### src/rtl/cil_pkg.sv
// Shared package for the compacting indexed list.
// Sizes, operation and status codes, select codes and the control/status structs.
// No dependencies.
`default_nettype none

package cil_pkg;

  localparam int MAX_ENTRIES = 64;
  localparam int ADDR_W      = $clog2(MAX_ENTRIES);
  localparam int CNT_W       = $clog2(MAX_ENTRIES + 1);
  localparam int OP_W        = 2;
  localparam int POS_W       = 6;
  localparam int WORD_W      = 32;
  localparam int STAT_W      = 2;
  localparam int FILL_W      = 7;
  localparam int CMP_W       = ((CNT_W > POS_W) ? CNT_W : POS_W) + 1;

  localparam logic [OP_W-1:0] OP_APPEND = 2'd0;
  localparam logic [OP_W-1:0] OP_GET    = 2'd1;
  localparam logic [OP_W-1:0] OP_SET    = 2'd2;
  localparam logic [OP_W-1:0] OP_REMOVE = 2'd3;

  localparam logic [STAT_W-1:0] ST_OK   = 2'd0;
  localparam logic [STAT_W-1:0] ST_OOB  = 2'd1;
  localparam logic [STAT_W-1:0] ST_FULL = 2'd2;

  // write port select
  localparam logic [1:0] W_APPEND = 2'd0;
  localparam logic [1:0] W_SET    = 2'd1;
  localparam logic [1:0] W_SHIFT  = 2'd2;

  // read address select
  localparam logic [1:0] R_POS   = 2'd0;
  localparam logic [1:0] R_NEXT  = 2'd1;
  localparam logic [1:0] R_SHIFT = 2'd2;

  typedef struct packed {
    logic              capture;
    logic              mem_we;
    logic [1:0]        wsel;
    logic [1:0]        rsel;
    logic              idx_load;
    logic              idx_inc;
    logic              cnt_inc;
    logic              cnt_dec;
    logic              out_load;
    logic [STAT_W-1:0] out_status;
    logic              out_word;
  } cmd_t;

  typedef struct packed {
    logic [OP_W-1:0] op;
    logic            full;
    logic            oob;
    logic            last;
    logic            shift_end;
  } stat_t;

endpackage

`default_nettype wire

### src/rtl/compacting_indexed_list.sv
// Compacting indexed list: a bounded list of signed words held in one RAM.
// Request channel (operation, position, word_in) and response channel
// (status, word_out, fill_count), both valid/stall: a transfer happens at a
// rising edge with valid high and stall low.
// One request is in service at a time. A request is taken only while the
// controller is idle and the response register is empty or being drained.
// Sequencing after a request transfer:
//   append, set, out-of-bounds, full: answered from the execute state
//   get: execute, then a read state for the registered RAM read
//   remove at index p with count n: entries p+1 to n-1 move down in a shift state,
//   one entry per cycle through the RAM's single write port.
// A stalled response holds its value; no new request is taken until that
// response leaves. Reset (synchronous) empties the list and drops any pending
// response; entry contents are not cleared.
// Depends on cil_pkg, cil_ctrl, cil_datapath and cil_ram.
`default_nettype none

module compacting_indexed_list (
  input  wire logic                                clk,
  input  wire logic                                rst,
  input  wire logic                                req_valid,
  output logic                                     req_stall,
  input  wire logic [cil_pkg::OP_W-1:0]            operation,
  input  wire logic [cil_pkg::POS_W-1:0]           position,
  input  wire logic signed [cil_pkg::WORD_W-1:0]   word_in,
  output logic                                     rsp_valid,
  input  wire logic                                rsp_stall,
  output logic      [cil_pkg::STAT_W-1:0]          status,
  output logic signed [cil_pkg::WORD_W-1:0]        word_out,
  output logic      [cil_pkg::FILL_W-1:0]          fill_count
);

  cil_pkg::cmd_t  cmd;
  cil_pkg::stat_t stat;

  cil_ctrl u_ctrl (
    .clk      (clk),
    .rst      (rst),
    .req_valid(req_valid),
    .req_stall(req_stall),
    .rsp_valid(rsp_valid),
    .rsp_stall(rsp_stall),
    .stat     (stat),
    .cmd      (cmd)
  );

  cil_datapath u_dp (
    .clk       (clk),
    .rst       (rst),
    .cmd       (cmd),
    .stat      (stat),
    .operation (operation),
    .position  (position),
    .word_in   (word_in),
    .status    (status),
    .word_out  (word_out),
    .fill_count(fill_count)
  );

  a_one_in_service: assert property (@(posedge clk) disable iff (rst)
    (req_valid && !req_stall) |=> req_stall)
    else $error("request taken while another is in service");

  a_word_zero_on_fail: assert property (@(posedge clk) disable iff (rst)
    (rsp_valid && status != cil_pkg::ST_OK) |-> (word_out == '0))
    else $error("nonzero word on failed request");

  a_full_count: assert property (@(posedge clk) disable iff (rst)
    (rsp_valid && status == cil_pkg::ST_FULL)
      |-> (fill_count == cil_pkg::FILL_W'(cil_pkg::MAX_ENTRIES)))
    else $error("full reported below capacity");

endmodule

`default_nettype wire

### src/rtl/cil_ram.sv
// Generic single-write, single-read RAM with registered read data.
// No dependencies.
`default_nettype none

module cil_ram #(
  parameter int WIDTH = 32,
  parameter int DEPTH = 64
) (
  input  wire logic                     clk,
  input  wire logic                     we,
  input  wire logic [$clog2(DEPTH)-1:0] waddr,
  input  wire logic [WIDTH-1:0]         wdata,
  input  wire logic [$clog2(DEPTH)-1:0] raddr,
  output logic      [WIDTH-1:0]         rdata
);

  logic [WIDTH-1:0] mem [DEPTH];

  always_ff @(posedge clk) begin
    if (we) begin
      mem[waddr] <= wdata;
    end
    rdata <= mem[raddr];
  end

endmodule

`default_nettype wire

### src/rtl/cil_datapath.sv
// Datapath: request capture, fill count, shift index, entry RAM and result registers.
// Depends on cil_pkg and cil_ram.
`default_nettype none

module cil_datapath (
  input  wire logic                          clk,
  input  wire logic                          rst,
  input  wire cil_pkg::cmd_t                 cmd,
  output cil_pkg::stat_t                     stat,
  input  wire logic [cil_pkg::OP_W-1:0]      operation,
  input  wire logic [cil_pkg::POS_W-1:0]     position,
  input  wire logic signed [cil_pkg::WORD_W-1:0] word_in,
  output logic      [cil_pkg::STAT_W-1:0]    status,
  output logic signed [cil_pkg::WORD_W-1:0]  word_out,
  output logic      [cil_pkg::FILL_W-1:0]    fill_count
);

  logic [cil_pkg::OP_W-1:0]   op_q;
  logic [cil_pkg::POS_W-1:0]  pos_q;
  logic [cil_pkg::WORD_W-1:0] word_q;
  logic [cil_pkg::CNT_W-1:0]  count;
  logic [cil_pkg::CNT_W-1:0]  count_next;
  logic [cil_pkg::ADDR_W-1:0] idx;
  logic                       we;
  logic [cil_pkg::ADDR_W-1:0] waddr;
  logic [cil_pkg::WORD_W-1:0] wdata;
  logic [cil_pkg::ADDR_W-1:0] raddr;
  logic [cil_pkg::WORD_W-1:0] rdata;
  logic [cil_pkg::CMP_W-1:0]  pos_w;
  logic [cil_pkg::CMP_W-1:0]  cnt_w;
  logic [cil_pkg::CMP_W-1:0]  idx_w;

  always_ff @(posedge clk) begin
    if (cmd.capture) begin
      op_q   <= operation;
      pos_q  <= position;
      word_q <= word_in;
    end
    if (cmd.idx_load) begin
      idx <= cil_pkg::ADDR_W'(pos_q);
    end else if (cmd.idx_inc) begin
      idx <= idx + cil_pkg::ADDR_W'(1);
    end
    if (cmd.out_load) begin
      status     <= cmd.out_status;
      word_out   <= cmd.out_word ? rdata : '0;
      fill_count <= cil_pkg::FILL_W'(count_next);
    end
  end

  always_ff @(posedge clk) begin
    if (rst) begin
      count <= '0;
    end else begin
      count <= count_next;
    end
  end

  always_comb begin
    count_next = count;
    if (cmd.cnt_inc) begin
      count_next = count + cil_pkg::CNT_W'(1);
    end else if (cmd.cnt_dec) begin
      count_next = count - cil_pkg::CNT_W'(1);
    end
  end

  always_comb begin
    we = cmd.mem_we;
    case (cmd.wsel)
      cil_pkg::W_APPEND: begin
        waddr = cil_pkg::ADDR_W'(count);
        wdata = word_q;
      end
      cil_pkg::W_SET: begin
        waddr = cil_pkg::ADDR_W'(pos_q);
        wdata = word_q;
      end
      cil_pkg::W_SHIFT: begin
        waddr = idx;
        wdata = rdata;
      end
      default: begin
        waddr = idx;
        wdata = rdata;
        we    = 1'b0;
      end
    endcase
  end

  always_comb begin
    case (cmd.rsel)
      cil_pkg::R_POS:   raddr = cil_pkg::ADDR_W'(pos_q);
      cil_pkg::R_NEXT:  raddr = cil_pkg::ADDR_W'(pos_q) + cil_pkg::ADDR_W'(1);
      cil_pkg::R_SHIFT: raddr = idx + cil_pkg::ADDR_W'(2);
      default:          raddr = idx;
    endcase
  end

  cil_ram #(
    .WIDTH(cil_pkg::WORD_W),
    .DEPTH(cil_pkg::MAX_ENTRIES)
  ) u_ram (
    .clk  (clk),
    .we   (we),
    .waddr(waddr),
    .wdata(wdata),
    .raddr(raddr),
    .rdata(rdata)
  );

  assign pos_w = cil_pkg::CMP_W'(pos_q);
  assign cnt_w = cil_pkg::CMP_W'(count);
  assign idx_w = cil_pkg::CMP_W'(idx);

  always_comb begin
    stat.op        = op_q;
    stat.full      = (count == cil_pkg::CNT_W'(cil_pkg::MAX_ENTRIES));
    stat.oob       = (pos_w >= cnt_w);
    stat.last      = ((pos_w + cil_pkg::CMP_W'(1)) >= cnt_w);
    stat.shift_end = ((idx_w + cil_pkg::CMP_W'(2)) >= cnt_w);
  end

endmodule

`default_nettype wire

### src/rtl/cil_ctrl.sv
// Controller state machine: request handshake, operation sequencing, result valid.
// Depends on cil_pkg.
`default_nettype none

module cil_ctrl (
  input  wire logic           clk,
  input  wire logic           rst,
  input  wire logic           req_valid,
  output logic                req_stall,
  output logic                rsp_valid,
  input  wire logic           rsp_stall,
  input  wire cil_pkg::stat_t stat,
  output cil_pkg::cmd_t       cmd
);

  localparam logic [1:0] S_IDLE  = 2'd0;
  localparam logic [1:0] S_EXEC  = 2'd1;
  localparam logic [1:0] S_READ  = 2'd2;
  localparam logic [1:0] S_SHIFT = 2'd3;

  logic [1:0] state;
  logic [1:0] state_next;
  logic       out_free;

  assign out_free  = !rsp_valid || !rsp_stall;
  assign req_stall = !((state == S_IDLE) && out_free);

  always_ff @(posedge clk) begin
    if (rst) begin
      state     <= S_IDLE;
      rsp_valid <= 1'b0;
    end else begin
      state <= state_next;
      if (cmd.out_load) begin
        rsp_valid <= 1'b1;
      end else if (!rsp_stall) begin
        rsp_valid <= 1'b0;
      end
    end
  end

  always_comb begin
    state_next     = state;
    cmd            = '0;
    cmd.wsel       = cil_pkg::W_SET;
    cmd.rsel       = cil_pkg::R_POS;
    cmd.out_status = cil_pkg::ST_OK;
    case (state)
      S_IDLE: begin
        if (req_valid && !req_stall) begin
          cmd.capture = 1'b1;
          state_next  = S_EXEC;
        end
      end
      S_EXEC: begin
        state_next = S_IDLE;
        if (stat.op == cil_pkg::OP_APPEND) begin
          cmd.out_load = 1'b1;
          if (stat.full) begin
            cmd.out_status = cil_pkg::ST_FULL;
          end else begin
            cmd.mem_we  = 1'b1;
            cmd.wsel    = cil_pkg::W_APPEND;
            cmd.cnt_inc = 1'b1;
          end
        end else if (stat.oob) begin
          cmd.out_load   = 1'b1;
          cmd.out_status = cil_pkg::ST_OOB;
        end else begin
          case (stat.op)
            cil_pkg::OP_GET: begin
              cmd.rsel   = cil_pkg::R_POS;
              state_next = S_READ;
            end
            cil_pkg::OP_SET: begin
              cmd.mem_we   = 1'b1;
              cmd.wsel     = cil_pkg::W_SET;
              cmd.out_load = 1'b1;
            end
            default: begin
              if (stat.last) begin
                cmd.cnt_dec  = 1'b1;
                cmd.out_load = 1'b1;
              end else begin
                cmd.idx_load = 1'b1;
                cmd.rsel     = cil_pkg::R_NEXT;
                state_next   = S_SHIFT;
              end
            end
          endcase
        end
      end
      S_READ: begin
        cmd.out_load = 1'b1;
        cmd.out_word = 1'b1;
        state_next   = S_IDLE;
      end
      S_SHIFT: begin
        // write entry idx from idx+1, prefetch idx+2
        cmd.mem_we = 1'b1;
        cmd.wsel   = cil_pkg::W_SHIFT;
        cmd.rsel   = cil_pkg::R_SHIFT;
        if (stat.shift_end) begin
          cmd.cnt_dec  = 1'b1;
          cmd.out_load = 1'b1;
          state_next   = S_IDLE;
        end else begin
          cmd.idx_inc = 1'b1;
        end
      end
      default: begin
        state_next = S_IDLE;
      end
    endcase
  end

endmodule

`default_nettype wire

### config.mk
export PLATFORM = sky130hd
export DESIGN_NAME = compacting_indexed_list
export DESIGN_NICKNAME = d
export VERILOG_FILES = /design/src/rtl/cil_pkg.sv /design/src/rtl/compacting_indexed_list.sv /design/src/rtl/cil_ram.sv /design/src/rtl/cil_datapath.sv /design/src/rtl/cil_ctrl.sv
export SDC_FILE = /design/constraint.sdc
export NUM_CORES = 2
export LEC_CHECK = 0
export BUFFER_PORTS_ARGS = -buffer_cell sky130_fd_sc_hd__buf_2
export CAP_MARGIN = 20
export CELL_PAD_IN_SITES_DETAIL_PLACEMENT = 1
export CELL_PAD_IN_SITES_GLOBAL_PLACEMENT = 2
export CORE_MARGIN = 10
export CORE_UTILIZATION = 48
export CTS_CLUSTER_DIAMETER = 100
export DETAILED_ROUTE_END_ITERATION = 10
export PLACE_DENSITY_LB_ADDON = 0.1
export SYNTH_ARGS = -nofsm -noshare
export SYNTH_HDL_FRONTEND = slang
export SYNTH_SLANG_ARGS = --single-unit
### constraint.sdc
create_clock -name clk -period 5.4 [get_ports clk]
set_input_delay 1.62 -clock clk [delete_from_list [all_inputs] [get_ports clk]]
set_output_delay 1.62 -clock clk [all_outputs]
set_load 0.02 [all_outputs]
### After elaboration in Yosys (flattened, before gate mapping)

Memory sizes are Yosys's and may differ from the RTL's. A register that Yosys moved wholly into a read port is not among the register bits.
Index checks and enable logic that the tools add are counted.

* logic and storage cells: 98
* memory bits (read-only): 0
* register bits: 97
* bits in latches: 0
* memories kept: 1
* bits of input ports: 44
* RAM bits: 2048
* output and inout port bits: 43

Memories
* u_dp.u_ram.mem: words 64, bits a word 32, read ports 1, clocked after Yosys merged registers in 1, write ports 1, line cil_ram.sv:17 `logic [WIDTH-1:0] mem [DEPTH];`

* shift operators: 0
* magnitude comparators: 3
* equal/unequal tests: 13
* div/mod/pow operators: 0
* bitwise operators: 0
* $mul: 0
* $add $sub $neg: 7
* muxes and demuxes: 49
* reductions and logical operators: 15

Operator list (number)
* two-way mux 32 bit: 1
* two-way mux 1 bit: 20
* two-way mux 2 bit: 10
* two-way mux 6 bit: 3
* one-hot mux 6 bit (3 select lines): 1
* greater-or-equal comparator 8 x 7 -> 1 bit: 2
* two-way mux 3 bit: 5
* two-way mux 7 bit: 2
* adder 6 x 1 -> 6 bit, second input constant: 2
* one-hot mux 6 bit (2 select lines): 1
* equality test 2 bit, second input constant: 5
* one-hot mux 5 bit (2 select lines): 1
* equality test 2 x 1 -> 1 bit, second input constant: 4
* logical NOT 2 bit: 4
* one-hot mux 2 bit (4 select lines): 1
* adder 6 x 1 -> 7 bit, second input constant: 1
* adder 6 x 2 -> 7 bit, second input constant: 1
* adder 7 x 1 -> 7 bit, second input constant: 1
* equality test 7 bit, second input constant: 1
* greater-or-equal comparator 6 x 7 -> 1 bit: 1
* subtractor 7 x 1 -> 7 bit, second input constant: 1
* adder 6 x 2 -> 6 bit, second input constant: 1
* inequality test 2 bit, second input constant: 2
* one-hot mux 1 bit (2 select lines): 2
* other kinds (10): 14

### Logic depth before layout (Yosys ltp)

* depth in word-level cells: 12
* mapped depth: 19
* depth with buffers taken out: 14

### Cells and area by module

Synthesis repeated with hierarchy kept, for this count alone.

* cell total of the unflattened synthesis: 3713
* area, all modules: 83517.6 µm²

By module, submodules not included
* cil_ram: times used 1, area each 78515.3 µm², cells an instance 3324
* cil_datapath: times used 1, area each 4650.7 µm², cells an instance 349
* cil_ctrl: times used 1, area each 351.6 µm², cells an instance 40

### Worst setup path before layout

Ideal clock, no wire load.

* path type: reg2reg
* from: reg u_dp.pos_q[0] in the netlist's numbering
* to: reg u_dp.fill_count[0] in the netlist's numbering, enable pin
* stages on the path, launching flop included: 11
* data arrival time: 3722 ps
* path slack: 1237 ps
* clock period less this slack: 4163 ps
* buffers on the path: 0
* cells stage by stage: edfxtp_1 -> ha_1 -> xor2_1 -> ha_1 -> o211ai_1 -> o21ai_0 -> a21boi_0 -> a21oi_1 -> or3_1 -> a21oi_1 -> nor2_1

RTL lines
* from (decl): line cil_datapath.sv:19 `logic [cil_pkg::POS_W-1:0] pos_q;`
* from (signal assigned): line cil_datapath.sv:36 `pos_q <= position;`
* to (signal assigned): line cil_datapath.sv:47 `fill_count <= cil_pkg::FILL_W'(count_next);`
* to (decl): line cil_datapath.sv:15 `output logic [cil_pkg::FILL_W-1:0] fill_count`

### Worst setup path in the final report

* from: reg u_dp.pos_q[2] in the netlist's numbering
* to: reg u_dp.u_ram.rdata[17] (read register of u_dp.u_ram.mem)

* longest elaborated chain between the ends: 9

RTL lines
* adder 6 x 1 -> 7 bit: line cil_datapath.sv:120 `stat.last = ((pos_w + cil_pkg::CMP_W'(1)) >= cnt_w);`
* greater-or-equal comparator 8 x 7 -> 1 bit: line cil_datapath.sv:120
* two-way mux 2 bit: line cil_ctrl.sv:81 `if (stat.last) begin`
* two-way mux 2 bit: line cil_ctrl.sv:70 `case (stat.op)`
* two-way mux 6 bit: line cil_ctrl.sv:66 `end else if (stat.oob) begin`
* two-way mux 3 bit: line cil_ctrl.sv:57 `if (stat.op == cil_pkg::OP_APPEND) begin`
* one-hot mux 5 bit (2 select lines): line cil_ctrl.sv:48 `case (state)`
* equality test 2 bit (tied with other cells): line cil_datapath.sv:92 `case (cmd.rsel)`
* one-hot mux 6 bit (3 select lines) (*): line cil_datapath.sv:92
* to (decl): line cil_ram.sv:14 `output logic [WIDTH-1:0] rdata`

Mark *: on every way between the ends. The rest lies on a longest branch, timed or not.
A chain may end at the register's enable or synchronous reset.

==> run_results.csv <==
group,metric,value,unit
grt,grt_usage,0.2718,
setup_path,rr_worst_depth,16,
routing,ant_nets,0,
routing,drt_iter0_drc,5475,
synthesis,yosys_warnings,0,
final_layout,final_cells,8072,
final_layout,syn_to_final_growth,15.10,%
placement,place_area,90860,um2
sta,tightest_slew,1.070,ns
cts,clk_pin_slew,0.06,ns
final_layout,final_layout_size_suffix_gt1_frac,0.1493,
placement,port_buffers,86,
placement,pre_cts_ws,-0.2587,ns
placement,dp.final_hpwl,157700,um
synthesis,syn_nets,5337,
floorplanning,rows,154,
grt,grt_overflow,0,
routing,finalWirelength,268600,um
setup_path,start_kind,"flip-flop",
synthesis,synthArstFlopShare,0,
sta,fmax,195.1,MHz
final_layout,seq_area,64950,um2
grt,grt_start_max_net_pins,114,
sta,finalHoldWorstSlack,0.5360,ns
routing,detail_route.wl_per_cell,33.27,um
synthesis,synth_seq_area_share,0.7631,
hold_path,whs_endpoint,"u_ctrl.rsp_valid$_SDFFE_PP0P_",
cts,cts_tree,"built",
sta,max-slew-margin-rel,0.2867,
final_layout,final_area,97980,um2
setup_path,required,6.12,ns
synthesis,syn_inst,5264,
hold_path,hp-class,"reg2reg",
setup_path,r2r_end,"u_dp.u_ram.rdata[17]$_DFF_P_",
hold_path,holdPathStages,2,
synthesis,ys.flop_type,"edfxtp_1",
placement,dp_cells,7654,
setup_path,r2r_start,"u_dp.pos_q[2]$_DFFE_PP_",
sta,drv_slew,0,
floorplanning,io_pins,87,
power_and_ir_drop,leakage,32.75,nW
sta,final.period_utilization,0.9492,
cts,cts.sinks,2177,
cts,htreeDepth,4,
synthesis,syn_area_per_cell,16.17,um2
synthesis,ys_types,63,
floorplanning,die_height,441.1,um
grt,antenna_found_initial,7,
sta,final.setup.worst_slack,0.2745,ns
routing,dr.pass1.iters,6,
floorplanning,coreArea,176300,um2
final_layout,multi_input_area,18810,um2
power_and_ir_drop,ir_drop,319.4,uV
power_and_ir_drop,finalPower,0.03744,W
cts,numCtsBuffers,222,
floorplanning,die_area,194600,um2
cts,clk-insertion-delay-late,0.88,ns
setup_path,worstSetupPathType,"reg2reg",
setup_path,r2r_slack,0.27,ns
final_layout,nFillCells,16080,
setup_path,cp_max_fo,29,
setup_path,worstPathArrival,5.84,ns
floorplanning,die_x,441.1,um
floorplanning,start_util,0.4828,
sta,hold_violations,0,
cts,clk_path_buf_depth,3,
synthesis,synth_edf_count,2135,
cts,cts_setup_buffers,0,
routing,num_vias,50970,
final_layout,final_cell_mix,"2,135 x edfxtp_1, 611 x nand2_1, 534 x a21oi_1, 510 x mux2i_1, 510 x a221oi_1",
sta,skew,0.02680,ns
grt,grt_pass1_vias,52000,
final_layout,final_common_cell,"edfxtp_1",
grt,grt_pass1_wl,381500,um
sta,finalCriticalPeriod,5.125,ns
outcome,status,"finished clean",
flow_run,drv_cap,0,
hold_path,min-delay-start,"u_ctrl.rsp_valid$_SDFFE_PP0P_",
synthesis,netlist_area,85120,um2
cts,cts_root_buf,"clkbuf_16",
sta,setup_viol,0,
routing,via_per_inst,6.314,
placement,gp_congestion,0.8180,
routing,drc_errors,0,
final_layout,nets,5613,
sta,rsz0062_at_grt,"no",
setup_path,crit_path_end_kind,"flip-flop",
synthesis,ys_ff_latch,2177,
power_and_ir_drop,power_density,382.1,nW/um2
-- metrics by stage --
step | util | TNS (ns)
6_report | 0.5557 | 0
5_1_grt | 0.5556 | 0
4_1_cts | 0.5551 | 0
3_5_place_dp | 0.5154 | -0.2587
3_3_place_gp | 0.5143 | -2.922
2_1_floorplan | - | 0
-- synth_stat cells (all sizes together) (3+ instances only) --
| master | count | area, um2 |
|---|---|---|
| dfxtp | 42 | 840.8 |
| mux2i | 510 | 5105 |
| nor4 | 66 | 412.9 |
| o21a | 4 | 30.03 |
| xnor2 | 11 | 96.34 |
| buf | 246 | 1580 |
| xor2 | 7 | 61.31 |
| nor2b | 4 | 25.02 |
| o31ai | 3 | 22.52 |
| a221oi | 510 | 4467 |
| clkbuf | 128 | 484.2 |
| o21ai | 13 | 65.06 |
| a21o | 10 | 75.07 |
| inv | 16 | 60.06 |
| nand2b | 4 | 25.02 |
| nor3 | 5 | 25.02 |
| a211oi | 5 | 47.54 |
| o41ai | 62 | 543.0 |
| nand2 | 650 | 2442 |
| edfxtp | 2135 | 64110 |
| a21oi | 534 | 2673 |
| o22a | 31 | 271.5 |
| nand3 | 53 | 265.3 |
| o211ai | 3 | 22.52 |
| and2 | 35 | 219.0 |
| nand4 | 10 | 62.56 |
| nor2 | 103 | 389.1 |
| ha | 29 | 362.9 |
| a21boi | 3 | 22.52 |
| and3 | 3 | 18.77 |
-- worst max path at each step --
stage | cells after the start | slack, ns | endpoint | start
after floorplan | 10 | 1.24 | u_dp.fill_count[0]$_DFFE_PP_ | u_dp.pos_q[0]$_DFFE_PP_
after global placement | 16 | -0.77 | u_dp.u_ram.rdata[13]$_DFF_P_ | u_dp.pos_q[2]$_DFFE_PP_
after detailed placement | 17 | -0.26 | u_dp.u_ram.rdata[13]$_DFF_P_ | u_dp.pos_q[2]$_DFFE_PP_
after CTS | 15 | 0.02 | u_dp.u_ram.rdata[10]$_DFF_P_ | u_dp.pos_q[2]$_DFFE_PP_
after global routing | 17 | 0.02 | u_dp.u_ram.rdata[9]$_DFF_P_ | u_dp.pos_q[2]$_DFFE_PP_
final | 16 | 0.27 | u_dp.u_ram.rdata[17]$_DFF_P_ | u_dp.pos_q[2]$_DFFE_PP_
-- worst max-delay path, stage by stage (launching register included) --
cell	delay, ns
edfxtp_1	0.50
nand3_1	0.23
nor2_1	0.23
xor2_1	0.18
ha_1	0.26
a21o_1	0.20
a211oi_2	0.25
a21bo_4	0.29
or4_4	0.49
a31o_1	0.32
nand2_8	0.40
buf_12	0.28
buf_4	0.22
a221oi_1	0.08
nor4_2	0.51
o22a_1	0.36
nand3_1	0.11
-- registers in the layout, summed over array words and instances (netlist names), 6 cells and up --
register and count:
u_dp.u_ram.mem 2048, u_dp.u_ram.rdata 32, u_dp.count 7, u_dp.word_out 32, u_dp.pos_q 6, u_dp.idx 6
u_dp.fill_count 7, u_dp.word_q 32
-- final cells by class --
class,count,share of cell area
inverters,16,0.0006130
flip-flops and latches,2177,0.6629
well taps,2340,0.02988
diodes,6,0.0001532
multi-input cells,2697,0.1920
clock inverters,109,0.01017
repair buffers,426,0.04298
clock buffers,301,0.06130
-- cells by family after synthesis --
| family | after synthesis | share of synthesized area |
|---|---|---|
| AO/OA/AOI/OAI | 1197 | 0.09918 |
| XOR/XNOR | 18 | 0.001852 |
| adder cells (fa/ha/maj) | 29 | 0.004263 |
| buffers and inverters | 390 | 0.02496 |
| flip-flops | 2177 | 0.7631 |
| multiplexers | 512 | 0.06024 |
| AND/OR/NAND/NOR | 941 | 0.04645 |
-- per-layer routing --
metal,GRT usage,part of all wire,up-vias
met4,0.08546,0.033,4
li1,-,-,21610
met3,0.03471,0.057,424
met5,0,0.000078,-
met2,0.4572,0.49,1816
met1,0.3691,0.42,27110
-- power breakdown --
group / switching [W] / internal [W]
clock: 0.00647 / 0.00853
combinational: 0.00232 / 0.00101
sequential: 0.000251 / 0.0189
total: 0.00904 / 0.0284
-- what timing repair did --
item,CTS,global route
gates resized for setup,1,10
endpoints found under the setup margin,1,15
pin swaps,0,1
hold buffers,0,0
(Power assumes the default switching activity.)
